## config.mk

```make
export PLATFORM = sky130hd
export DESIGN_NAME = pid_trace_filter_table
export DESIGN_NICKNAME = d
export VERILOG_FILES = /design/src/rtl/core/ptf_pkg.sv /design/src/rtl/core/ptf_ctrl.sv /design/src/rtl/core/ptf_dpath.sv /design/src/rtl/core/pid_trace_filter_table.sv
export VERILOG_INCLUDE_DIRS = /design/src /design/src/rtl/core
export SDC_FILE = /design/constraint.sdc
export NUM_CORES = 2
export LEC_CHECK = 0
export BUFFER_PORTS_ARGS = -buffer_cell sky130_fd_sc_hd__buf_2
export CAP_MARGIN = 20
export CORE_ASPECT_RATIO = 1.1
export CORE_MARGIN = 4
export CORE_UTILIZATION = 35
export CTS_CLUSTER_DIAMETER = 40
export DETAILED_ROUTE_END_ITERATION = 8
export GPL_ROUTABILITY_DRIVEN = 0
export PLACE_DENSITY = 0.51
export SYNTH_ARGS = -nofsm -noshare
export SYNTH_HDL_FRONTEND = slang
export SYNTH_SLANG_ARGS = --single-unit
export TNS_END_PERCENT = 100
```

## constraint.sdc

```tcl
create_clock -name clk -period 5.4 [get_ports clk]
set_input_delay 0.27 -clock clk [delete_from_list [all_inputs] [get_ports clk]]
set_output_delay 0.27 -clock clk [all_outputs]
set_load 0.01 [all_outputs]
```

## src/rtl/core/pid_trace_filter_table_macros.svh

```systemverilog
// Assertion macros for the process-ID trace filter.
// The including scope must provide clk and arst_n.
`ifndef PID_TRACE_FILTER_TABLE_MACROS_SVH
`define PID_TRACE_FILTER_TABLE_MACROS_SVH

// Same-cycle implication, checked outside reset.
`define PTF_ASSERT_NOW(lbl, ante, cons, msg) \
	lbl: assert property (@(posedge clk) disable iff (!arst_n) (ante) |-> (cons)) \
		else $error(msg);

// Next-cycle implication, checked outside reset.
`define PTF_ASSERT_NEXT(lbl, ante, cons, msg) \
	lbl: assert property (@(posedge clk) disable iff (!arst_n) (ante) |=> (cons)) \
		else $error(msg);

`endif

```

## src/rtl/core/ptf_pkg.sv

```systemverilog
// Shared types and constants of the process-ID trace filter.
// No dependencies; used by the controller, the datapath and the top level.
`timescale 1ns / 1ps

package ptf_pkg;

	// Default sizes and the fixed port width of the process ID.
	localparam int LIST_DEPTH_DEF = 32;
	localparam int ID_BITS_DEF    = 22;
	localparam int PROC_ID_W      = 22;
	localparam int CMD_W          = 2;
	localparam int STATUS_W       = 2;

	// Request kinds.
	typedef enum logic [CMD_W-1:0] {
		CMD_ENABLE  = 2'd0,
		CMD_DISABLE = 2'd1,
		CMD_CHECK   = 2'd2
	} cmd_t;

	// Result status codes.
	typedef enum logic [STATUS_W-1:0] {
		ST_OK      = 2'd0,
		ST_INVALID = 2'd1,
		ST_FULL    = 2'd2
	} status_t;

	// Controller states.
	typedef enum logic [1:0] {
		S_IDLE,
		S_CMP,
		S_ACT
	} state_t;

	// Commands from the controller to the datapath.
	typedef struct packed {
		logic load;    // capture the accepted request
		logic cmp;     // register the match vectors
		logic commit;  // update the lists and load the result
		logic take;    // the pending result leaves this cycle
	} dp_cmd_t;

	// Status from the datapath to the controller.
	typedef struct packed {
		logic res_valid;
	} dp_sts_t;

endpackage

```

## src/rtl/core/ptf_ctrl.sv

```systemverilog
// Controller of the process-ID trace filter: sequences compare and commit.
// Depends on ptf_pkg.
`timescale 1ns / 1ps

module ptf_ctrl (
	input  logic              clk,
	input  logic              arst_n,
	input  logic              in_valid,
	output logic              in_stall,
	input  logic              out_stall,
	input  ptf_pkg::dp_sts_t  sts,
	output ptf_pkg::dp_cmd_t  cmd_o
);

	ptf_pkg::state_t state_q;
	ptf_pkg::state_t state_nxt;
	logic            accept;
	logic            slot_free;

	// A new request is taken only between operations.
	assign in_stall  = (state_q != ptf_pkg::S_IDLE);
	assign accept    = in_valid && !in_stall;
	assign slot_free = !sts.res_valid || !out_stall;

	// Next state.
	always_comb begin
		state_nxt = state_q;
		case (state_q)
			ptf_pkg::S_IDLE: begin
				if (accept) state_nxt = ptf_pkg::S_CMP;
			end
			ptf_pkg::S_CMP: begin
				state_nxt = ptf_pkg::S_ACT;
			end
			ptf_pkg::S_ACT: begin
				if (slot_free) state_nxt = ptf_pkg::S_IDLE;
			end
			default: begin
				state_nxt = ptf_pkg::S_IDLE;
			end
		endcase
	end

	// Commands to the datapath.
	always_comb begin
		cmd_o        = '0;
		cmd_o.take   = sts.res_valid && !out_stall;
		case (state_q)
			ptf_pkg::S_IDLE: begin
				cmd_o.load = accept;
			end
			ptf_pkg::S_CMP: begin
				cmd_o.cmp = 1'b1;
			end
			ptf_pkg::S_ACT: begin
				cmd_o.commit = slot_free;
			end
			default: begin
				cmd_o.load = 1'b0;
			end
		endcase
	end

	// State register.
	always_ff @(posedge clk or negedge arst_n) begin
		if (!arst_n) begin
			state_q <= ptf_pkg::S_IDLE;
		end else begin
			state_q <= state_nxt;
		end
	end

endmodule

```

## src/rtl/core/ptf_dpath.sv

```systemverilog
// Datapath of the process-ID trace filter: the two ID lists, their match
// lanes, the compaction shift and the result register. Depends on ptf_pkg.
`timescale 1ns / 1ps

module ptf_dpath #(
	parameter int LIST_DEPTH = ptf_pkg::LIST_DEPTH_DEF,
	parameter int ID_BITS    = ptf_pkg::ID_BITS_DEF
) (
	input  logic                          clk,
	input  logic                          arst_n,
	input  ptf_pkg::dp_cmd_t              cmd_i,
	output ptf_pkg::dp_sts_t              sts,
	input  logic [ptf_pkg::CMD_W-1:0]     cmd,
	input  logic                          all_ids,
	input  logic [ptf_pkg::PROC_ID_W-1:0] proc_id,
	output logic [ptf_pkg::STATUS_W-1:0]  status,
	output logic                          traced
);

	localparam int CNT_W = $clog2(LIST_DEPTH + 1);
	localparam int IDX_W = $clog2(LIST_DEPTH);

	// Captured request.
	logic [ptf_pkg::CMD_W-1:0] cmd_q;
	logic                      all_q;
	logic [ID_BITS-1:0]        id_q;

	// List storage and state.
	logic [ID_BITS-1:0] en_ids_q  [LIST_DEPTH];
	logic [ID_BITS-1:0] dis_ids_q [LIST_DEPTH];
	logic [CNT_W-1:0]   en_cnt_q;
	logic [CNT_W-1:0]   dis_cnt_q;
	logic               trace_all_q;

	// Match vectors, registered after the compare cycle.
	logic [LIST_DEPTH-1:0] en_hit;
	logic [LIST_DEPTH-1:0] dis_hit;
	logic [LIST_DEPTH-1:0] en_hit_s1;
	logic [LIST_DEPTH-1:0] dis_hit_s1;
	logic [LIST_DEPTH-1:0] en_shift;
	logic [LIST_DEPTH-1:0] dis_shift;

	// Commit decisions.
	logic                        en_any;
	logic                        dis_any;
	logic                        en_full;
	logic                        dis_full;
	logic                        en_rm;
	logic                        dis_rm;
	logic                        en_add;
	logic                        dis_add;
	logic                        set_all;
	logic                        clr_all;
	logic [ptf_pkg::STATUS_W-1:0] status_nxt;
	logic                        traced_nxt;

	// Result register.
	logic                         res_valid_q;
	logic [ptf_pkg::STATUS_W-1:0] status_q;
	logic                         traced_q;

	// Request capture; the ID is cut or widened to the stored width.
	always_ff @(posedge clk) begin
		if (cmd_i.load) begin
			cmd_q <= cmd;
			all_q <= all_ids;
			id_q  <= ID_BITS'(proc_id);
		end
	end

	// One comparator per entry; only entries below the count take part.
	always_comb begin
		for (int i = 0; i < LIST_DEPTH; i++) begin
			en_hit[i]  = (CNT_W'(i) < en_cnt_q)  && (en_ids_q[i]  == id_q);
			dis_hit[i] = (CNT_W'(i) < dis_cnt_q) && (dis_ids_q[i] == id_q);
		end
	end

	always_ff @(posedge clk) begin
		if (cmd_i.cmp) begin
			en_hit_s1  <= en_hit;
			dis_hit_s1 <= dis_hit;
		end
	end

	// Entries at and above the hit move down by one; IDs are unique, so
	// the hit vector has at most one bit set and a prefix OR marks them.
	always_comb begin
		en_shift  = en_hit_s1;
		dis_shift = dis_hit_s1;
		for (int k = 1; k < LIST_DEPTH; k = k * 2) begin
			en_shift  = en_shift  | (en_shift  << k);
			dis_shift = dis_shift | (dis_shift << k);
		end
	end

	assign en_any   = |en_hit_s1;
	assign dis_any  = |dis_hit_s1;
	assign en_full  = (en_cnt_q  == CNT_W'(LIST_DEPTH));
	assign dis_full = (dis_cnt_q == CNT_W'(LIST_DEPTH));

	// Decide the list updates and the result of the request.
	always_comb begin
		en_rm      = 1'b0;
		dis_rm     = 1'b0;
		en_add     = 1'b0;
		dis_add    = 1'b0;
		set_all    = 1'b0;
		clr_all    = 1'b0;
		status_nxt = ptf_pkg::ST_OK;
		traced_nxt = 1'b0;
		case (cmd_q)
			ptf_pkg::CMD_ENABLE: begin
				if (all_q) begin
					set_all = 1'b1;
				end else if (!trace_all_q) begin
					// The removal stands even if the append fails.
					dis_rm = dis_any;
					if (en_full) begin
						status_nxt = ptf_pkg::ST_FULL;
					end else if (en_any) begin
						status_nxt = ptf_pkg::ST_INVALID;
					end else begin
						en_add = 1'b1;
					end
				end
			end
			ptf_pkg::CMD_DISABLE: begin
				if (all_q) begin
					clr_all = 1'b1;
				end else if ((en_cnt_q == '0) || en_any) begin
					en_rm = en_any;
					if (dis_full) begin
						status_nxt = ptf_pkg::ST_FULL;
					end else if (dis_any) begin
						status_nxt = ptf_pkg::ST_INVALID;
					end else begin
						dis_add = 1'b1;
					end
				end else begin
					status_nxt = ptf_pkg::ST_INVALID;
				end
			end
			ptf_pkg::CMD_CHECK: begin
				if (all_q) begin
					traced_nxt = trace_all_q;
				end else if (trace_all_q) begin
					traced_nxt = !dis_any;
				end else begin
					traced_nxt = !dis_any && en_any;
				end
			end
			default: begin
				status_nxt = ptf_pkg::ST_INVALID;
			end
		endcase
	end

	// Counts and the trace-all flag.
	always_ff @(posedge clk or negedge arst_n) begin
		if (!arst_n) begin
			en_cnt_q    <= '0;
			dis_cnt_q   <= '0;
			trace_all_q <= 1'b0;
		end else if (cmd_i.commit) begin
			if (set_all || clr_all) begin
				en_cnt_q    <= '0;
				dis_cnt_q   <= '0;
				trace_all_q <= set_all;
			end else begin
				if (en_rm) begin
					en_cnt_q <= en_cnt_q - 1'b1;
				end else if (en_add) begin
					en_cnt_q <= en_cnt_q + 1'b1;
				end
				if (dis_rm) begin
					dis_cnt_q <= dis_cnt_q - 1'b1;
				end else if (dis_add) begin
					dis_cnt_q <= dis_cnt_q + 1'b1;
				end
			end
		end
	end

	// List entries: compaction shift on removal, write at the count on append.
	always_ff @(posedge clk) begin
		if (cmd_i.commit) begin
			for (int i = 0; i < LIST_DEPTH; i++) begin
				if (en_add && (en_cnt_q[IDX_W-1:0] == IDX_W'(i))) begin
					en_ids_q[i] <= id_q;
				end else if (en_rm && en_shift[i] && (i < LIST_DEPTH - 1)) begin
					en_ids_q[i] <= en_ids_q[(i + 1) % LIST_DEPTH];
				end
				if (dis_add && (dis_cnt_q[IDX_W-1:0] == IDX_W'(i))) begin
					dis_ids_q[i] <= id_q;
				end else if (dis_rm && dis_shift[i] && (i < LIST_DEPTH - 1)) begin
					dis_ids_q[i] <= dis_ids_q[(i + 1) % LIST_DEPTH];
				end
			end
		end
	end

	// Result register; it holds while the receiver stalls.
	always_ff @(posedge clk or negedge arst_n) begin
		if (!arst_n) begin
			res_valid_q <= 1'b0;
		end else if (cmd_i.commit) begin
			res_valid_q <= 1'b1;
		end else if (cmd_i.take) begin
			res_valid_q <= 1'b0;
		end
	end

	always_ff @(posedge clk) begin
		if (cmd_i.commit) begin
			status_q <= status_nxt;
			traced_q <= traced_nxt;
		end
	end

	assign sts.res_valid = res_valid_q;
	assign status        = status_q;
	assign traced        = traced_q;

endmodule

```

## src/rtl/core/pid_trace_filter_table.sv

```systemverilog
// Top level of the process-ID trace filter: controller plus datapath.
// Depends on ptf_pkg, ptf_ctrl, ptf_dpath and the assertion macro header.
//
//   channel | handshake            | payload
//   --------+----------------------+-------------------------
//   in      | in_valid, in_stall   | cmd, all_ids, proc_id
//   out     | out_valid, out_stall | status, traced
//
// A request is accepted in S_IDLE, matched against both lists in S_CMP,
// and committed in S_ACT, when the result register is loaded.
// A new request is taken the cycle after commit; only one is in flight.
// Commit waits while an earlier result is still held by out_stall.
// After reset both lists are empty and trace-all is off; no clearing pass.
`timescale 1ns / 1ps
`include "pid_trace_filter_table_macros.svh"

module pid_trace_filter_table #(
	parameter int LIST_DEPTH = ptf_pkg::LIST_DEPTH_DEF,
	parameter int ID_BITS    = ptf_pkg::ID_BITS_DEF
) (
	input  logic                          clk,
	input  logic                          arst_n,
	input  logic                          in_valid,
	output logic                          in_stall,
	input  logic [ptf_pkg::CMD_W-1:0]     cmd,
	input  logic                          all_ids,
	input  logic [ptf_pkg::PROC_ID_W-1:0] proc_id,
	output logic                          out_valid,
	input  logic                          out_stall,
	output logic [ptf_pkg::STATUS_W-1:0]  status,
	output logic                          traced
);

	ptf_pkg::dp_cmd_t dp_cmd;
	ptf_pkg::dp_sts_t dp_sts;

	// Sequencer.
	ptf_ctrl u_ctrl (
		.clk       (clk),
		.arst_n    (arst_n),
		.in_valid  (in_valid),
		.in_stall  (in_stall),
		.out_stall (out_stall),
		.sts       (dp_sts),
		.cmd_o     (dp_cmd)
	);

	// Lists, match lanes and result register.
	ptf_dpath #(
		.LIST_DEPTH (LIST_DEPTH),
		.ID_BITS    (ID_BITS)
	) u_dpath (
		.clk     (clk),
		.arst_n  (arst_n),
		.cmd_i   (dp_cmd),
		.sts     (dp_sts),
		.cmd     (cmd),
		.all_ids (all_ids),
		.proc_id (proc_id),
		.status  (status),
		.traced  (traced)
	);

	assign out_valid = dp_sts.res_valid;

	// An accepted request keeps the input side busy while it is processed.
	`PTF_ASSERT_NEXT(a_busy_after_accept, in_valid && !in_stall, in_stall, "not busy after accept")

	// A result only appears at the end of processing a request.
	`PTF_ASSERT_NOW(a_result_from_request, $rose(out_valid), $past(in_stall), "result without request")

	// Only a successful check reports a traced ID.
	`PTF_ASSERT_NOW(a_traced_ok, out_valid && traced, status == ptf_pkg::ST_OK, "traced with bad status")

endmodule

```

==> summary.md <==
| Metric | Value |
|---|---|
| PostCTS Resize Cnt | 0 |
| CTS H-tree lvls | 5 |
| Async S/R FF share, synth | 1.06% |
| Synth unique cells | 70 |
| CTS Buf Count | 292 |
| Placed Area | 0.0856 mm^2 |
| F_max | 218 MHz |
| Most frequent cell after synthesis | edfxtp_1 |
| Slew headroom | 25.2% |
| Reg area | 0.0454 mm^2 |
| Data required, critical path | 5.89 ns |
| Critical path peak fanout | 23 |
| Crit Path Category | flop to flop |
| Ys Warns | 0 |
| DP Cell Count | 8566 |
| Post-route antenna net violation count | 0 |
| Worst Setup Start Kind | flop |
| Placement Setup Slack | 0.852 ns |
| Drt drc | 0 |
| Initial Utilization | 35.2% |
| Vias per inst | 5.17 |
| Crit. End Element | flop |
| CTS clk-pin slew, worst paths | 0.06 ns |
| Post-DP HPWL | 164000 um |
| Synth cell count leaders | edfxtp_1 (1500), mux2_2 (1339), xor2_1 (822), xnor2_1 (587), clkbuf_1 (289) |
| Critical path origin | u_dpath.cmd_q[1]$_DFFE_PP_ |
| # IOs | 34 |
| Fin worst setup slack | 0.809 ns |
| Area of the mapped netlist | 0.0807 mm^2 |
| Initial antenna violation count | 5 |
| Post-CTS Setup Bufs | 0 |
| Vias in the first global route | 50100 |
| Critical path arrival | 5.08 ns |
| Total Power | 38.0 mW |
| Largest cells by area after synthesis | edfxtp_1 (56%), mux2_2 (19%), xor2_1 (8.9%), xnor2_1 (6.4%), nor4_1 (1.8%) |
| Register bit total from synthesis | 1516 |
| Die extent in x | 466 um |
| GRT Resource Usage Total | 19.7% |
| Metal3 WL | 10000 um |
| M1 WL | 102000 um |
| Final setup viols | 0 |
| Hold_sp | proc_id[21] |
| Finished Layout Cells | 9141 |
| Slew Viols, Final | 0 |
| Top FF cell, synth | edfxtp_1 |
| Tcrit/Tclk final | 85.0% |
| VDD IR max | 377 uV |
| Tightest Pin Transition | 1.11 ns |
| Core area | 0.229 mm^2 |
| PwrDens | 396 mW/mm^2 |
| Vias after detailed routing | 47300 |
| EDFF count, synth | 1500 |
| Filler cells | 20700 |
| Synth Instances | 5706 |
| Layout area overhead | 18.9% |
| Layout cells sized above 1 | 36.2% |
| WL/cell | 26.1 um |
| Part of the Yosys area used for sequential elements | 56.3% |
| Initial DRC count | 3416 |
| Root Driver | clkbuf_16 |
| TritonCTS clock tree | done |
| Drt total wl | 239000 um |
| Metal2 WL | 118000 um |
| Syn avg cell area | 14.1 um^2 |
| Max Used Layer | met5 |
| Slowest-stage cell, CP | nand2_1 |
| Post-route design area | 0.0960 mm^2 |
| Leak | 31.4 nW |
| Status | completed |
| Sink Count | 1516 |
| Area occupied by multi-input gates | 0.0338 mm^2 |
| Row Count | 184 |
| Post-layout nets | 5896 |
| Critical Path, Cell by Cell | nor3b_1 > o31a_1 > and2_1 > nand2_1 > o31ai_4 |
| Largest net degree at the start of global routing | 71 |
| Clk_skew | 0.0648 ns |
| First-pass GRT wire length | 349000 um |
| Yosys top cell area share | 55.8% |
| Post-synthesis net count | 5749 |
| Hold Vio Cnt, Final | 0 |
| Min Tclk post-route | 4.59 ns |
| Port Buffer Count | 33 |
| Area of the die | 0.238 mm^2 |
| Initial DRT Pass Iterations | 7 |
| Worst R2R Start | u_dpath.cmd_q[1]$_DFFE_PP_ |
| Hold WC Path Type | primary input to flop |
| Setup TNS after final layout | 0 ns |
| Max Cap Viol | 0 |
| RSZ-0062 raised after global routing | no |
| Clock Path Buffers | 4 |
| Worst skew pair latency | 0.92 ns |
| Largest area contributor in the netlist | edfxtp_1 |
| Grt total ovfl | 0 |
| Largest stage delay, worst path | 0.89 ns |
| Die Ht | 512 um |
==> state kept, by name, indices dropped and copies added (netlist names) <==
name	cells
u_ctrl.state_q	2
u_dpath.all_q	1
u_dpath.cmd_q	2
u_dpath.dis_cnt_q	6
u_dpath.dis_hit_s1	32
u_dpath.dis_ids_q	704
u_dpath.en_cnt_q	6
u_dpath.en_hit_s1	32
u_dpath.en_ids_q	704
u_dpath.id_q	22
u_dpath.status	2
u_dpath.sts	1
u_dpath.trace_all_q	1
u_dpath.traced	1
==> worst max-delay path, delay by kind of cell (launching register included) <==
family | cells | cell delay, ns
compound gates | 2 | 1.17
flops | 1 | 0.49
simple gates | 3 | 2.51
==> path summary, 6_finish.rpt <==
check	depth (start not counted)	slack, ns	endpoint
setup / recovery	5	0.81	u_dpath.en_ids_q[1][165]$_DFFE_PP_
hold / removal	2	0.08	u_dpath.id_q[21]$_DFFE_PP_
setup reg to reg	5	0.81	u_dpath.en_ids_q[1][165]$_DFFE_PP_
hold reg to reg	2	0.54	u_dpath.sts$_DFFE_PN0P_
max in group asynchronous	4	4.76	u_dpath.en_cnt_q[5]$_DFFE_PN0P_
min in group asynchronous	4	0.40	u_dpath.sts$_DFFE_PN0P_
==> power by group <==
part           internal, mW  switching (mW)  total (mW)
Sequential             13.8           0.467        14.2
Clock                  11.8            6.22        18.0
Combinational          2.40            3.31        5.72
==> layout make-up <==
class	count	share of cell area, %
sequential	1516	47.3
multi-input combinational	3709	35.2
clock buffer	323	7.87
tap	3069	4.00
timing repair buffer	318	3.29
clock inverter	188	2.22
inverter	16	0.0626
antenna	2	0.00521
==> metal layers <==
| layer | vias up | track usage (%) |
|---|---|---|
| met5 | - | 0 |
| met4 | 2 | 7.08 |
| met3 | 376 | 3.24 |
| met2 | 1181 | 33.5 |
| met1 | 24100 | 25.1 |
| li1 | 21700 | - |
==> cell usage in the layout, fill, tap and decap left out, types with 17 or more instances in the layout <==
cell and n:
buf_12 38, mux2_1 25, buf_8 33, mux2_2 1339, inv_6 27, edfxtp_1 1500
o21ai_2 18, xor2_1 822, nor2_2 25, o21ai_0 17, dlygate4sd3_1 36, clkbuf_16 298
clkinv_4 18, bufinv_16 36, buf_4 175, clkinv_2 32, o21bai_2 23, nor3_1 64
nor4_1 235, nand3_1 58, xnor2_1 587, clkbuf_1 25, nor2_1 59, buf_2 33
nand2_1 62, clkinvlp_4 39, clkinv_1 32, nand4_1 174
==> kinds of logic after synthesis <==
group	share of synthesized area (%)
muxes	19.1
adders and majority gates	0.217
AOI/OAI and AO/OA	1.51
and+or+nand+nor	5.23
buffers and inverters	2.40
xor gates and xnor gates	15.3
DFF	56.3
==> what timing repair did <==
item / CTS / global route
hold buffers: 37 / 0
hold endpoints to repair: 69 / 0
setup endpoints to repair: 0 / 0
==> per-stage QoR <==
stage | util, % | hold WS [ns]
CTS | 41.7 | 0.00286
detailed placement | 37.4 | 0.321
global placement | 37.3 | 0.310
finish | 41.9 | 0.0813
global route | 41.9 | 0.0469
floorplan | - | -0.0256
Note: power is estimated with default switching activity, not from simulation.
